### config.mk
export PLATFORM = sky130hd
export DESIGN_NAME = json_string_unescape_top
export DESIGN_NICKNAME = d
export VERILOG_FILES = /design/src/rtl/jsu_pkg.sv /design/src/rtl/jsu_front.sv /design/src/rtl/jsu_queue.sv /design/src/rtl/jsu_back.sv /design/src/rtl/json_string_unescape_top.sv
export SDC_FILE = /design/constraint.sdc
export NUM_CORES = 1
export LEC_CHECK = 0
export BUFFER_PORTS_ARGS = -buffer_cell sky130_fd_sc_hd__buf_2
export CAP_MARGIN = 25
export CORE_UTILIZATION = 35
export CTS_CLUSTER_DIAMETER = 150
export CTS_CLUSTER_SIZE = 10
export DETAILED_ROUTE_END_ITERATION = 10
export MAX_ROUTING_LAYER = met4
export SLEW_MARGIN = 20
export SYNTH_ARGS = -nofsm -noshare
export SYNTH_HDL_FRONTEND = slang
export SYNTH_SLANG_ARGS = --single-unit
### constraint.sdc
create_clock -name clk_i -period 5.86 [get_ports clk_i]
set_input_delay 1.172 -clock clk_i [delete_from_list [all_inputs] [get_ports clk_i]]
set_output_delay 1.172 -clock clk_i [all_outputs]
set_load 0.1 [all_outputs]
### src/rtl/jsu_pkg.sv
// Package for the JSON string unescaper: shared command type, byte codes
// and queue sizing. No dependencies.
package jsu_pkg;

  // Byte codes of the escape scheme
  localparam logic [7:0] CharBsl   = 8'h5C;
  localparam logic [7:0] CharU     = 8'h75;
  localparam logic [7:0] CharZero  = 8'h30;
  localparam logic [7:0] CharQuote = 8'h22;
  localparam logic [7:0] CharB     = 8'h62;
  localparam logic [7:0] CharF     = 8'h66;
  localparam logic [7:0] CharN     = 8'h6E;
  localparam logic [7:0] CharR     = 8'h72;
  localparam logic [7:0] CharT     = 8'h74;
  localparam logic [7:0] CtlBs     = 8'h08;
  localparam logic [7:0] CtlFf     = 8'h0C;
  localparam logic [7:0] CtlLf     = 8'h0A;
  localparam logic [7:0] CtlCr     = 8'h0D;
  localparam logic [7:0] CtlTab    = 8'h09;
  localparam logic [7:0] CharNul   = 8'h00;

  // Most bytes a held prefix can hold: backslash, u and three zeros
  localparam logic [2:0] PrefixFull = 3'd5;

  // Command queue between classifier and emitter
  localparam int unsigned QDepth = 4;
  localparam int unsigned QPtrW  = $clog2(QDepth);

  // One request's worth of output: a literal flush of pre_cnt held prefix
  // bytes, then an optional data byte, then an optional trailing backslash.
  typedef struct packed {
    logic [2:0] pre_cnt;
    logic       has_data;
    logic [7:0] data;
    logic       tail_bsl;
    logic       last;
  } cmd_t;

endpackage

### src/rtl/jsu_front.sv
// Classifier for the JSON string unescaper: tracks the held escape prefix and
// turns each request that yields output into a command. Depends on jsu_pkg.
module jsu_front import jsu_pkg::*; (
  input  logic       clk_i,
  input  logic       rst_ni,
  input  logic       in_valid_i,
  output logic       in_ready_o,
  input  logic [7:0] in_byte_i,
  input  logic       in_last_i,
  input  logic       q_full_i,
  output logic       push_o,
  output cmd_t       cmd_o
);

  logic [2:0] pm_q, pm_d;
  logic       accept;
  logic       fresh;
  logic       esc_hit;
  logic [7:0] esc_val;
  cmd_t       cmd;

  // Decode the single-character escapes
  always_comb begin
    esc_hit = 1'b1;
    esc_val = CharNul;
    unique case (in_byte_i)
      CharB:     esc_val = CtlBs;
      CharF:     esc_val = CtlFf;
      CharN:     esc_val = CtlLf;
      CharR:     esc_val = CtlCr;
      CharT:     esc_val = CtlTab;
      CharQuote: esc_val = CharQuote;
      CharBsl:   esc_val = CharBsl;
      default:   esc_hit = 1'b0;
    endcase
  end

  always_comb begin
    cmd   = '0;
    pm_d  = pm_q;
    fresh = 1'b0;
    priority if (pm_q == 3'd0) begin
      fresh = 1'b1;
    end else if (pm_q == 3'd1) begin
      if (esc_hit) begin
        cmd.has_data = 1'b1;
        cmd.data     = esc_val;
        pm_d         = 3'd0;
      end else if (in_byte_i == CharU) begin
        pm_d = 3'd2;
      end else begin
        cmd.pre_cnt = pm_q;
        fresh       = 1'b1;
      end
    end else if (pm_q < PrefixFull) begin
      if (in_byte_i == CharZero) begin
        pm_d = pm_q + 3'd1;
      end else begin
        cmd.pre_cnt = pm_q;
        fresh       = 1'b1;
      end
    end else begin
      if (in_byte_i == CharZero) begin
        cmd.has_data = 1'b1;
        cmd.data     = CharNul;
        pm_d         = 3'd0;
      end else begin
        cmd.pre_cnt = pm_q;
        fresh       = 1'b1;
      end
    end

    // Handle the byte afresh with nothing held
    if (fresh) begin
      if (in_byte_i == CharBsl) begin
        pm_d = 3'd1;
      end else begin
        cmd.has_data = 1'b1;
        cmd.data     = in_byte_i;
        pm_d         = 3'd0;
      end
    end

    // End of string: flush whatever is still held
    if (in_last_i) begin
      if (cmd.pre_cnt == 3'd0) begin
        cmd.pre_cnt = pm_d;
      end else begin
        cmd.tail_bsl = (pm_d != 3'd0);
      end
      cmd.last = 1'b1;
      pm_d     = 3'd0;
    end
  end

  assign in_ready_o = ~q_full_i;
  assign accept     = in_valid_i & in_ready_o;
  assign push_o     = accept & ((cmd.pre_cnt != 3'd0) | cmd.has_data | cmd.tail_bsl);
  assign cmd_o      = cmd;

  always_ff @(posedge clk_i or negedge rst_ni) begin
    if (!rst_ni) begin
      pm_q <= 3'd0;
    end else if (accept) begin
      pm_q <= pm_d;
    end
  end

endmodule

### src/rtl/jsu_queue.sv
// Small command queue between classifier and emitter of the JSON string
// unescaper. Depends on jsu_pkg.
module jsu_queue import jsu_pkg::*; (
  input  logic clk_i,
  input  logic rst_ni,
  input  logic push_i,
  input  cmd_t cmd_i,
  output logic full_o,
  input  logic pop_i,
  output logic empty_o,
  output cmd_t head_o
);

  cmd_t             mem_q [QDepth];
  logic [QPtrW-1:0] wr_q, rd_q;
  logic [QPtrW:0]   cnt_q;

  assign full_o  = (cnt_q == (QPtrW+1)'(QDepth));
  assign empty_o = (cnt_q == '0);
  assign head_o  = mem_q[rd_q];

  always_ff @(posedge clk_i) begin
    if (push_i) begin
      mem_q[wr_q] <= cmd_i;
    end
  end

  always_ff @(posedge clk_i or negedge rst_ni) begin
    if (!rst_ni) begin
      wr_q  <= '0;
      rd_q  <= '0;
      cnt_q <= '0;
    end else begin
      if (push_i) begin
        wr_q <= wr_q + QPtrW'(1);
      end
      if (pop_i) begin
        rd_q <= rd_q + QPtrW'(1);
      end
      unique case ({push_i, pop_i})
        2'b10:   cnt_q <= cnt_q + (QPtrW+1)'(1);
        2'b01:   cnt_q <= cnt_q - (QPtrW+1)'(1);
        default: cnt_q <= cnt_q;
      endcase
    end
  end

endmodule

### src/rtl/jsu_back.sv
// Emitter for the JSON string unescaper: steps through each queued command
// one byte a cycle while the output is not stalled, keeps the saturating
// length count and drives the output register. Depends on jsu_pkg.
module jsu_back import jsu_pkg::*; #(
  parameter int unsigned MAX_LEN = 4096
) (
  input  logic        clk_i,
  input  logic        rst_ni,
  input  logic        empty_i,
  input  cmd_t        head_i,
  output logic        pop_o,
  output logic        out_valid_o,
  input  logic        out_ready_i,
  output logic [7:0]  out_byte_o,
  output logic        out_last_o,
  output logic [12:0] out_length_o
);

  localparam int unsigned CntW = $clog2(MAX_LEN + 1);

  logic [2:0]      pos_q, pos_d;
  logic [2:0]      total;
  logic [CntW-1:0] cnt_q, cnt_d, cnt_inc;
  logic [31:0]     cnt_wide;
  logic            load;
  logic            at_end;
  logic            is_last;
  logic [7:0]      sel_byte;
  logic            valid_q;
  logic [7:0]      byte_q;
  logic            last_q;
  logic [12:0]     len_q;

  assign total   = head_i.pre_cnt + {2'b00, head_i.has_data} + {2'b00, head_i.tail_bsl};
  assign load    = ~empty_i & (~valid_q | out_ready_i);
  assign at_end  = (pos_q == total - 3'd1);
  assign is_last = head_i.last & at_end;
  assign pop_o   = load & at_end;

  // Pick the byte at the current position of the command
  always_comb begin
    if (pos_q < head_i.pre_cnt) begin
      priority if (pos_q == 3'd0) begin
        sel_byte = CharBsl;
      end else if (pos_q == 3'd1) begin
        sel_byte = CharU;
      end else begin
        sel_byte = CharZero;
      end
    end else if (head_i.has_data && (pos_q == head_i.pre_cnt)) begin
      sel_byte = head_i.data;
    end else begin
      sel_byte = CharBsl;
    end
  end

  assign cnt_inc  = (cnt_q < CntW'(MAX_LEN)) ? cnt_q + CntW'(1) : cnt_q;
  assign cnt_wide = 32'(cnt_inc);

  always_comb begin
    pos_d = pos_q;
    cnt_d = cnt_q;
    if (load) begin
      pos_d = at_end ? 3'd0 : pos_q + 3'd1;
      cnt_d = is_last ? '0 : cnt_inc;
    end
  end

  always_ff @(posedge clk_i or negedge rst_ni) begin
    if (!rst_ni) begin
      pos_q   <= 3'd0;
      cnt_q   <= '0;
      valid_q <= 1'b0;
    end else begin
      pos_q <= pos_d;
      cnt_q <= cnt_d;
      if (load) begin
        valid_q <= 1'b1;
      end else if (out_ready_i) begin
        valid_q <= 1'b0;
      end
    end
  end

  always_ff @(posedge clk_i) begin
    if (load) begin
      byte_q <= sel_byte;
      last_q <= is_last;
      len_q  <= is_last ? cnt_wide[12:0] : 13'd0;
    end
  end

  assign out_valid_o  = valid_q;
  assign out_byte_o   = byte_q;
  assign out_last_o   = last_q;
  assign out_length_o = len_q;

endmodule

### src/rtl/json_string_unescape_top.sv
// JSON string unescaper, top level. An accepted request's command is written
// into the command queue, and its first byte then into the output register;
// throughput one input byte per cycle while each byte yields at most one
// output byte, and one output byte per cycle overall while out_ready_i holds,
// set by the emitter that walks each command byte by byte. A command of up to
// six bytes holds the emitter. Reset (rst_ni low, asynchronous) drops the held
// prefix, the queue and the length count; no clearing pass is needed.
module json_string_unescape_top import jsu_pkg::*; #(
  parameter int unsigned MAX_LEN = 4096
) (
  input  logic        clk_i,
  input  logic        rst_ni,
  // Escaped input stream
  input  logic        in_valid_i,
  output logic        in_ready_o,
  input  logic [7:0]  in_byte_i,
  input  logic        in_last_i,
  // Unescaped output stream
  output logic        out_valid_o,
  input  logic        out_ready_i,
  output logic [7:0]  out_byte_o,
  output logic        out_last_o,
  output logic [12:0] out_length_o
);

  logic q_full;
  logic q_empty;
  logic push;
  logic pop;
  cmd_t cmd_in;
  cmd_t cmd_head;

  // Front: hold any partial escape prefix and classify each request that yields
  // output into a command (literal flush, data byte, trailing backslash, end flag).
  jsu_front u_front (
    .clk_i      (clk_i),
    .rst_ni     (rst_ni),
    .in_valid_i (in_valid_i),
    .in_ready_o (in_ready_o),
    .in_byte_i  (in_byte_i),
    .in_last_i  (in_last_i),
    .q_full_i   (q_full),
    .push_o     (push),
    .cmd_o      (cmd_in)
  );

  // Queue: decouple the two sides so a long flush does not stall the front
  // until the queue fills.
  jsu_queue u_queue (
    .clk_i   (clk_i),
    .rst_ni  (rst_ni),
    .push_i  (push),
    .cmd_i   (cmd_in),
    .full_o  (q_full),
    .pop_i   (pop),
    .empty_o (q_empty),
    .head_o  (cmd_head)
  );

  // Back: emit one byte per cycle into the output register while it is not
  // stalled, advance the saturating length and stamp it on the string's final byte.
  jsu_back #(
    .MAX_LEN (MAX_LEN)
  ) u_back (
    .clk_i        (clk_i),
    .rst_ni       (rst_ni),
    .empty_i      (q_empty),
    .head_i       (cmd_head),
    .pop_o        (pop),
    .out_valid_o  (out_valid_o),
    .out_ready_i  (out_ready_i),
    .out_byte_o   (out_byte_o),
    .out_last_o   (out_last_o),
    .out_length_o (out_length_o)
  );

endmodule
# After elaboration in Yosys (flattened, before gate mapping)

Memory sizes are Yosys's and may differ from the RTL's.
Cells that the tools add are included.
W data, S select, Z words.

Bits in registers: 49
Latch bits: 0
RAM bits: 56
Bits in read-only memories: 0
Bits of input ports: 13
Output and inout bits: 24
Word-level logic and storage cells: 103
Memories kept: 1

Add/subtract/negate cells: 10
Multipliers: 0
Divide/modulo/power cells: 0
Order comparisons: 3
Eq/ne operators: 16
Shifts and indexed selects: 0
Mux-type cells: 42
Bitwise logic cells: 11
Reductions and logical operators: 10

Memories:

| memory        | depth | bits a word | read ports | clocked after Yosys merged registers in | write ports | RTL line        | source |
|---|---|---|---|---|---|---|---|
| u_queue.mem_q | 4     | 14          | 1          | 0                                       | 1           | jsu_queue.sv:14 | `cmd_t mem_q [QDepth];` |

Operators by type and width:

| kind                    | count |
|---|---|
| $eq A8 B7 Y1 const B    | 7 |
| $pmux W7 S7             | 1 |
| $mux W9                 | 5 |
| $mux W3                 | 14 |
| $mux W13                | 2 |
| $mux W12                | 2 |
| $mux W8                 | 3 |
| $eq A8 B6 Y1 const B    | 2 |
| $add A13 B1 Y13 const B | 1 |
| $lt A13 B13 Y1 const B  | 1 |
| $logic_not A3 Y1        | 4 |
| $mux W1                 | 12 |
| $add A3 B1 Y3 const B   | 3 |
| $mux W7                 | 1 |
| $reduce_or A7 Y1        | 1 |
| $add A3 B1 Y3           | 2 |
| $eq A3 B1 Y1 const B    | 2 |
| $eq A3 B3 Y1            | 2 |
| $pmux W3 S2             | 1 |
| $reduce_bool A3 Y1      | 2 |
| $sub A3 B1 Y3 const B   | 2 |
| $and A1 B1 Y1           | 5 |
| $add A2 B1 Y2 const B   | 2 |
| $reduce_bool A2 Y1      | 2 |
| 9 further kinds         | 13 |

# Depth between registers and ports, before layout

Depth after elaboration: 15
Mapped depth: 18
Mapped depth without buffers: 16

# Hierarchy

From an unflattened synthesis, not the netlist that was laid out.

Cell total of the unflattened synthesis: 428
Area total of the unflattened synthesis: 5525.3 sq um

Modules (own cells, without submodules):

| module    | times used | cells each | area an instance (sq um) | sequential area each (sq um) |
|---|---|---|---|---|
| jsu_queue | 1          | 109        | 2451.1                   | 1856.8 |
| jsu_back  | 1          | 194        | 2099.5                   | 1086.0 |
| jsu_front | 1          | 125        | 974.7                    | 75.1 |

# Worst setup path after synthesis

Ideal clock, no wire load.

Path type: input -> register
From: input in_byte_i[3]
To: memory u_queue.mem_q[0][0] (netlist name), enable pin
Setup time: 407 ps
Arrival time: 4293 ps
Data required time: 5453 ps
Setup slack: 1160 ps
Stages: 11
Buffers on the path: 1
Cells stage by stage: buf_6 nor4_2 and2_4 inv_2 ha_1 nor4b_1 nor4_1 a221o_1 o311ai_2 nor3_2 a211oi_1

Longest elaborated chain between the ends: 15
Elaborated cells on any way between the ends: 46
Classes of those cells: eq/ne (9); mux (30); bitwise (3); reduce/logical (4)

Ends and longest elaborated chain:

| element                                            | RTL line                         | source |
|---|---|---|
| start: declaration                                 | json_string_unescape_top.sv:16   | `input logic [7:0] in_byte_i,` |
| $eq A8 B7 Y1 (tied with other cells)               | jsu_front.sv:26                  | `unique case (in_byte_i)` |
| $reduce_or A7 Y1 (no line)                         | n/a                              |  |
| $mux W1                                            | jsu_front.sv:26                  |  |
| $mux W3 / $mux W1 (equally long branches)          | jsu_front.sv:45                  | `if (esc_hit) begin` |
| $mux W12 (tied with other cells)                   | jsu_front.sv:44                  | `end else if (pm_q == 3'd1) begin` |
| $mux W12 (tied with other cells)                   | jsu_front.sv:42                  | `priority if (pm_q == 3'd0) begin` |
| $logic_not A3 Y1 / $mux W3 (equally long branches) | jsu_front.sv:86, jsu_front.sv:74 |  |
| $mux W3                                            | jsu_front.sv:86                  | `if (cmd.pre_cnt == 3'd0) begin` |
| $mux W3                                            | jsu_front.sv:85                  | `if (in_last_i) begin` |
| $reduce_bool A3 Y1                                 | jsu_front.sv:98                  | `assign push_o = accept & ((cmd.pre_cnt != 3'd0) \| cmd.has_data \| cmd.tail_bsl);` |
| $or A1 B1 Y1                                       | jsu_front.sv:98                  |  |
| $or A1 B1 Y1 *                                     | jsu_front.sv:98                  |  |
| $and A1 B1 Y1 *                                    | jsu_front.sv:98                  |  |
| $mux W1 *                                          | jsu_queue.sv:23                  | `if (push_i) begin` |
| $mux W1 (implied by the code) *                    | jsu_queue.sv:24                  | `mem_q[wr_q] <= cmd_i;` |
| end: declaration                                   | jsu_queue.sv:14                  |  |

Every way passes the cells marked *; elsewhere a longest branch is shown, timed or not.

# Worst setup path in the final report

From: input in_byte_i[3]
To: register u_queue.cnt_q[2]

Longest elaborated chain between the ends: 15
Elaborated cells on any way between the ends: 48
Classes of those cells: eq/ne (11); mux (29); bitwise (3); reduce/logical (5)

Ends and longest elaborated chain:

| element                                                  | RTL line                         | source |
|---|---|---|
| $eq A8 B7 Y1 (tied with other cells)                     | jsu_front.sv:26                  |  |
| $reduce_or A7 Y1 (no line)                               | n/a                              |  |
| $mux W1                                                  | jsu_front.sv:26                  |  |
| $mux W3 / $mux W1 (equally long branches)                | jsu_front.sv:45                  |  |
| $mux W12 (tied with other cells)                         | jsu_front.sv:44                  |  |
| $mux W12 (tied with other cells)                         | jsu_front.sv:42                  |  |
| $logic_not A3 Y1 / $mux W3 (equally long branches)       | jsu_front.sv:86, jsu_front.sv:74 |  |
| $mux W3                                                  | jsu_front.sv:86                  |  |
| $mux W3                                                  | jsu_front.sv:85                  |  |
| $reduce_bool A3 Y1                                       | jsu_front.sv:98                  |  |
| $or A1 B1 Y1                                             | jsu_front.sv:98                  |  |
| $or A1 B1 Y1 *                                           | jsu_front.sv:98                  |  |
| $and A1 B1 Y1 *                                          | jsu_front.sv:98                  |  |
| $eq A2 B1 Y1 / $eq A2 B2 Y1 (equally long branches)      | jsu_queue.sv:40                  | `unique case ({push_i, pop_i})` |
| $pmux W3 S2 / $reduce_bool A2 Y1 (equally long branches) | n/a                              |  |
| end signal: assignment                                   | jsu_queue.sv:41                  | `2'b10: cnt_q <= cnt_q + (QPtrW+1)'(1);` |
| end signal: assignment                                   | jsu_queue.sv:42                  | `2'b01: cnt_q <= cnt_q - (QPtrW+1)'(1);` |
| end signal: assignment                                   | jsu_queue.sv:43                  | `default: cnt_q <= cnt_q;` |
| end: declaration                                         | jsu_queue.sv:16                  | `logic [QPtrW:0] cnt_q;` |

Marks and branches as above.
A chain may end at the register's enable or synchronous reset.

==> summary.md <==
| Metric | Value |
|---|---|
| Fraction of layout cells with a size suffix above 1 | `0.210` |
| Clock share of power | `0.180` |
| Post-synth top area cell | `edfxtp_1` |
| Synth unique cells | `73` |
| RSZ-0062 raised after global routing | `no` |
| Internal Power | `0.00187 W` |
| Clock Path Buffers | `2` |
| Power share of the combinational group | `0.469` |
| Post-route setup slack | `1.32 ns` |
| Vias in the first global route | `3469` |
| Final Cycle Share | `0.774` |
| VDD IR-drop max | `0.000178 V` |
| Total core area | `15200 sq um` |
| Placed wire-length estimate | `7.51 mm` |
| Leading post-synthesis cells by cell area | `edfxtp_1 (43%), dfrtp_1 (12%), mux4_2 (5.8%)` |
| Detailed-route via count | `3517` |
| Hold Buf Count CTS | `0` |
| Status | `completed` |
| Initial Util | `0.359` |
| Final setup violating endpoints | `0` |
| Crit Path Category | `in -> reg` |
| Hold crit path type | `reg -> reg` |
| Synth async-reset ratio | `0.257` |
| CP max stage delay | `0.45 ns` |
| CP Buf/Inv Count | `3` |
| Synth top area share | `0.429` |
| Main synth FF type | `edfxtp_1` |
| Final hold vios | `0` |
| Hold slack | `0.497 ns` |
| Number of routed nets with antenna violations | `0` |
| Mapped Nets | `475` |
| Leak pwr | `2.33 nW` |
| Seq pwr share | `0.351` |
| Psw | `0.00146 W` |
| First-pass GRT wire length | `17.3 mm` |
| Initial antenna violation count | `0` |
| YS warnings | `0` |
| Port buffer count | `36` |
| DR pass1 iterations | `4` |
| TritonCTS clock tree | `built` |
| CP arrival | `4.81 ns` |
| EDFF count, synth | `78` |
| Largest net degree at the start of global routing | `35` |
| Clock-pin slew on the worst setup and hold paths | `0.07 ns` |
| GRT Resource Usage Total | `0.142` |
| Htree depth | `3` |
| Worst path cell trace | `buf_2, nor4_2, and2_4, inv_2, ha_1, o211a_1, nor4_1, a221o_1, o311ai_2, nor3_2, a21o_1, ha_1, inv_1, fa_1, xor2_1, nor2_1, xor2_1` |
| Fin Clk Skew | `0.00712 ns` |
| Avg Inst Size Synth | `12.4 sq um` |
| Pre-CTS setup slack | `0.994 ns` |
| Minimum clock period | `4.54 ns` |
| Seq/Total Area, Yosys | `0.552` |
| # IOs | `37` |
| DR iter-0 viols | `173` |
| Max cap viols | `0` |
| ANT cells | `0` |
| Slew headroom | `0.524` |
| CP Launch Type | `input pin` |
| Power Density | `541 nW/um^2` |
| Power, Total | `0.00333 W` |
| Switching part of the total | `0.438` |
| Worst Path Max Fanout | `8` |
| Die width | `127 microns` |
| Synth Instances | `442` |
| Synthesized area | `5460 sq um` |
| Setup crit end kind | `register` |
| Clock buffer count from CTS | `9` |
| RePlAce Congestion | `0.876` |
| Worst slew pin tran | `0.714 ns` |
| Area of the die | `16100 sq um` |
| Synth top cells by count | `edfxtp_1 (78), nand2_1 (45), nor2_1 (31), inv_1 (28), dfrtp_1 (27)` |
| Post-DR wirelength/cell | `15.6 microns` |
| #FFs+latches synth | `105` |
| Die Ht | `127 microns` |
| Clk_lat worst skew | `0.35 ns` |
| Final nets | `510` |
| Sink Count | `105` |
| Total gr overflow | `0` |
| Crit-path slowest cell | `nor4_2` |
| CTS root buf | `clkbuf_16` |
| CTS resizes | `0` |
| Final TNS setup | `0 ns` |
| Synth-to-layout area growth | `12.4%` |
| Final wirelength | `10.5 mm` |
| Vias/cell | `5.25` |
| Num rows | `45` |
| Max Slew Vio Count | `0` |
| Critical path's top delay family | `simple AND/OR/NAND/NOR gates` |
| Post-CTS setup buffer count | `0` |
| Post-route DRC | `0` |
| FMAX | `220 MHz` |
| Layout fillers | `1438` |
| Most common cell in the synthesized netlist | `edfxtp_1` |
| Worst endpoint required time | `6.13 ns` |
## metrics by stage
stage	utilization	area [sq um]	std cells
floorplan	-	5460	442
global placement	0.385	5850	654
detailed placement	0.385	5850	654
CTS	0.404	6140	670
global route	0.404	6140	670
finish	0.404	6140	670
## layout make-up
class	count	area, sq um	area share
flip-flops and latches	105	3020	0.491
multi-input cells	289	2260	0.367
well taps	188	235	0.0383
clock buffers	10	229	0.0373
repair buffers	42	225	0.0367
inverters	30	113	0.0183
clock inverters	6	66.3	0.0108
## power groups by stage
stage	combinational (W)	clock [W]	sequential, W
2_1_floorplan	0.000907	0	0.00157
3_3_place_gp	0.00155	0	0.00118
3_5_place_dp	0.00158	0	0.00119
4_1_cts	0.00158	0.000616	0.00117
5_1_grt	0.00170	0.000641	0.00119
6_report	0.00156	0.000599	0.00117
## path summary, 6_finish.rpt
| check | start | cells past startpoint | end | slack, ns |
|---|---|---|---|---|
| min in group asynchronous | rst_ni | 1 | u_front.pm_q[0]$_DFFE_PN0P_ | 0.84 |
| hold / removal | u_back.out_valid_o$_DFFE_PN0P_ | 2 | u_back.out_valid_o$_DFFE_PN0P_ | 0.50 |
| max in group asynchronous | rst_ni | 1 | u_back.pos_q[2]$_DFFE_PN0P_ | 4.58 |
| hold reg to reg | u_back.out_valid_o$_DFFE_PN0P_ | 2 | u_back.out_valid_o$_DFFE_PN0P_ | 0.50 |
| setup reg to reg | u_queue.rd_q[0]$_DFFE_PN0P_ | 16 | u_queue.cnt_q[2]$_DFFE_PN0P_ | 1.35 |
| setup / recovery | in_byte_i[3] | 17 | u_queue.cnt_q[2]$_DFFE_PN0P_ | 1.32 |
## kinds of logic (layout without fill, tap and decap cells)
group                    Yosys count  count (layout)  synth area share
AO/OA/AOI/OAI                     92              92             0.121
XOR/XNOR                          23              23            0.0421
adder cells (fa/ha/maj)           20              20            0.0485
buffers and inverters             48              88            0.0382
flip-flops                       105             105             0.552
multiplexers                      16              16            0.0616
AND/OR/NAND/NOR                  138             138             0.136
## worst min-delay path, stage by stage (launching register included)
cell and delay, ns:
dfrtp_1 0.36, nand2_1 0.06, nand2_1 0.05
## sequential cells by signal (all words and copies together) (netlist names)
signal	cells
u_back.out_length_o	13
u_queue.wr_q	2
u_back.out_byte_o	8
u_back.out_valid_o	1
u_front.pm_q	3
u_queue.mem_q	56
u_back.cnt_q	13
u_queue.rd_q	2
u_back.out_last_o	1
u_queue.cnt_q	3
u_back.pos_q	3
## per-layer routing
| layer | wire length (microns) | global-route usage | vias up |
|---|---|---|---|
| met2 | 5110 | 0.233 | 66 |
| met1 | 4790 | 0.170 | 1718 |
| met5 | 0 | - | - |
| li1 | - | - | 1713 |
| met4 | 214 | 0.0497 | 0 |
| met3 | 342 | 0.0346 | 20 |
## cell usage in the layout, fill, tap and decap left out, drive strengths merged, types with 3 or more instances in the layout
master / count
and2: 4
inv: 32
nand2b: 5
a21oi: 11
nor2b: 5
a211oi: 4
a21o: 6
nand4: 6
o22ai: 5
nor4bb: 3
buf: 42
or2: 3
xor2: 11
a32o: 3
o211ai: 3
ha: 18
and3: 5
dfrtp: 27
xnor2: 10
mux4: 14
o31ai: 13
nor2: 32
nor3: 8
clkbuf: 10
nand3: 8
o21ai: 30
edfxtp: 78
nand2: 45
Power figures use the tool's default switching activity.
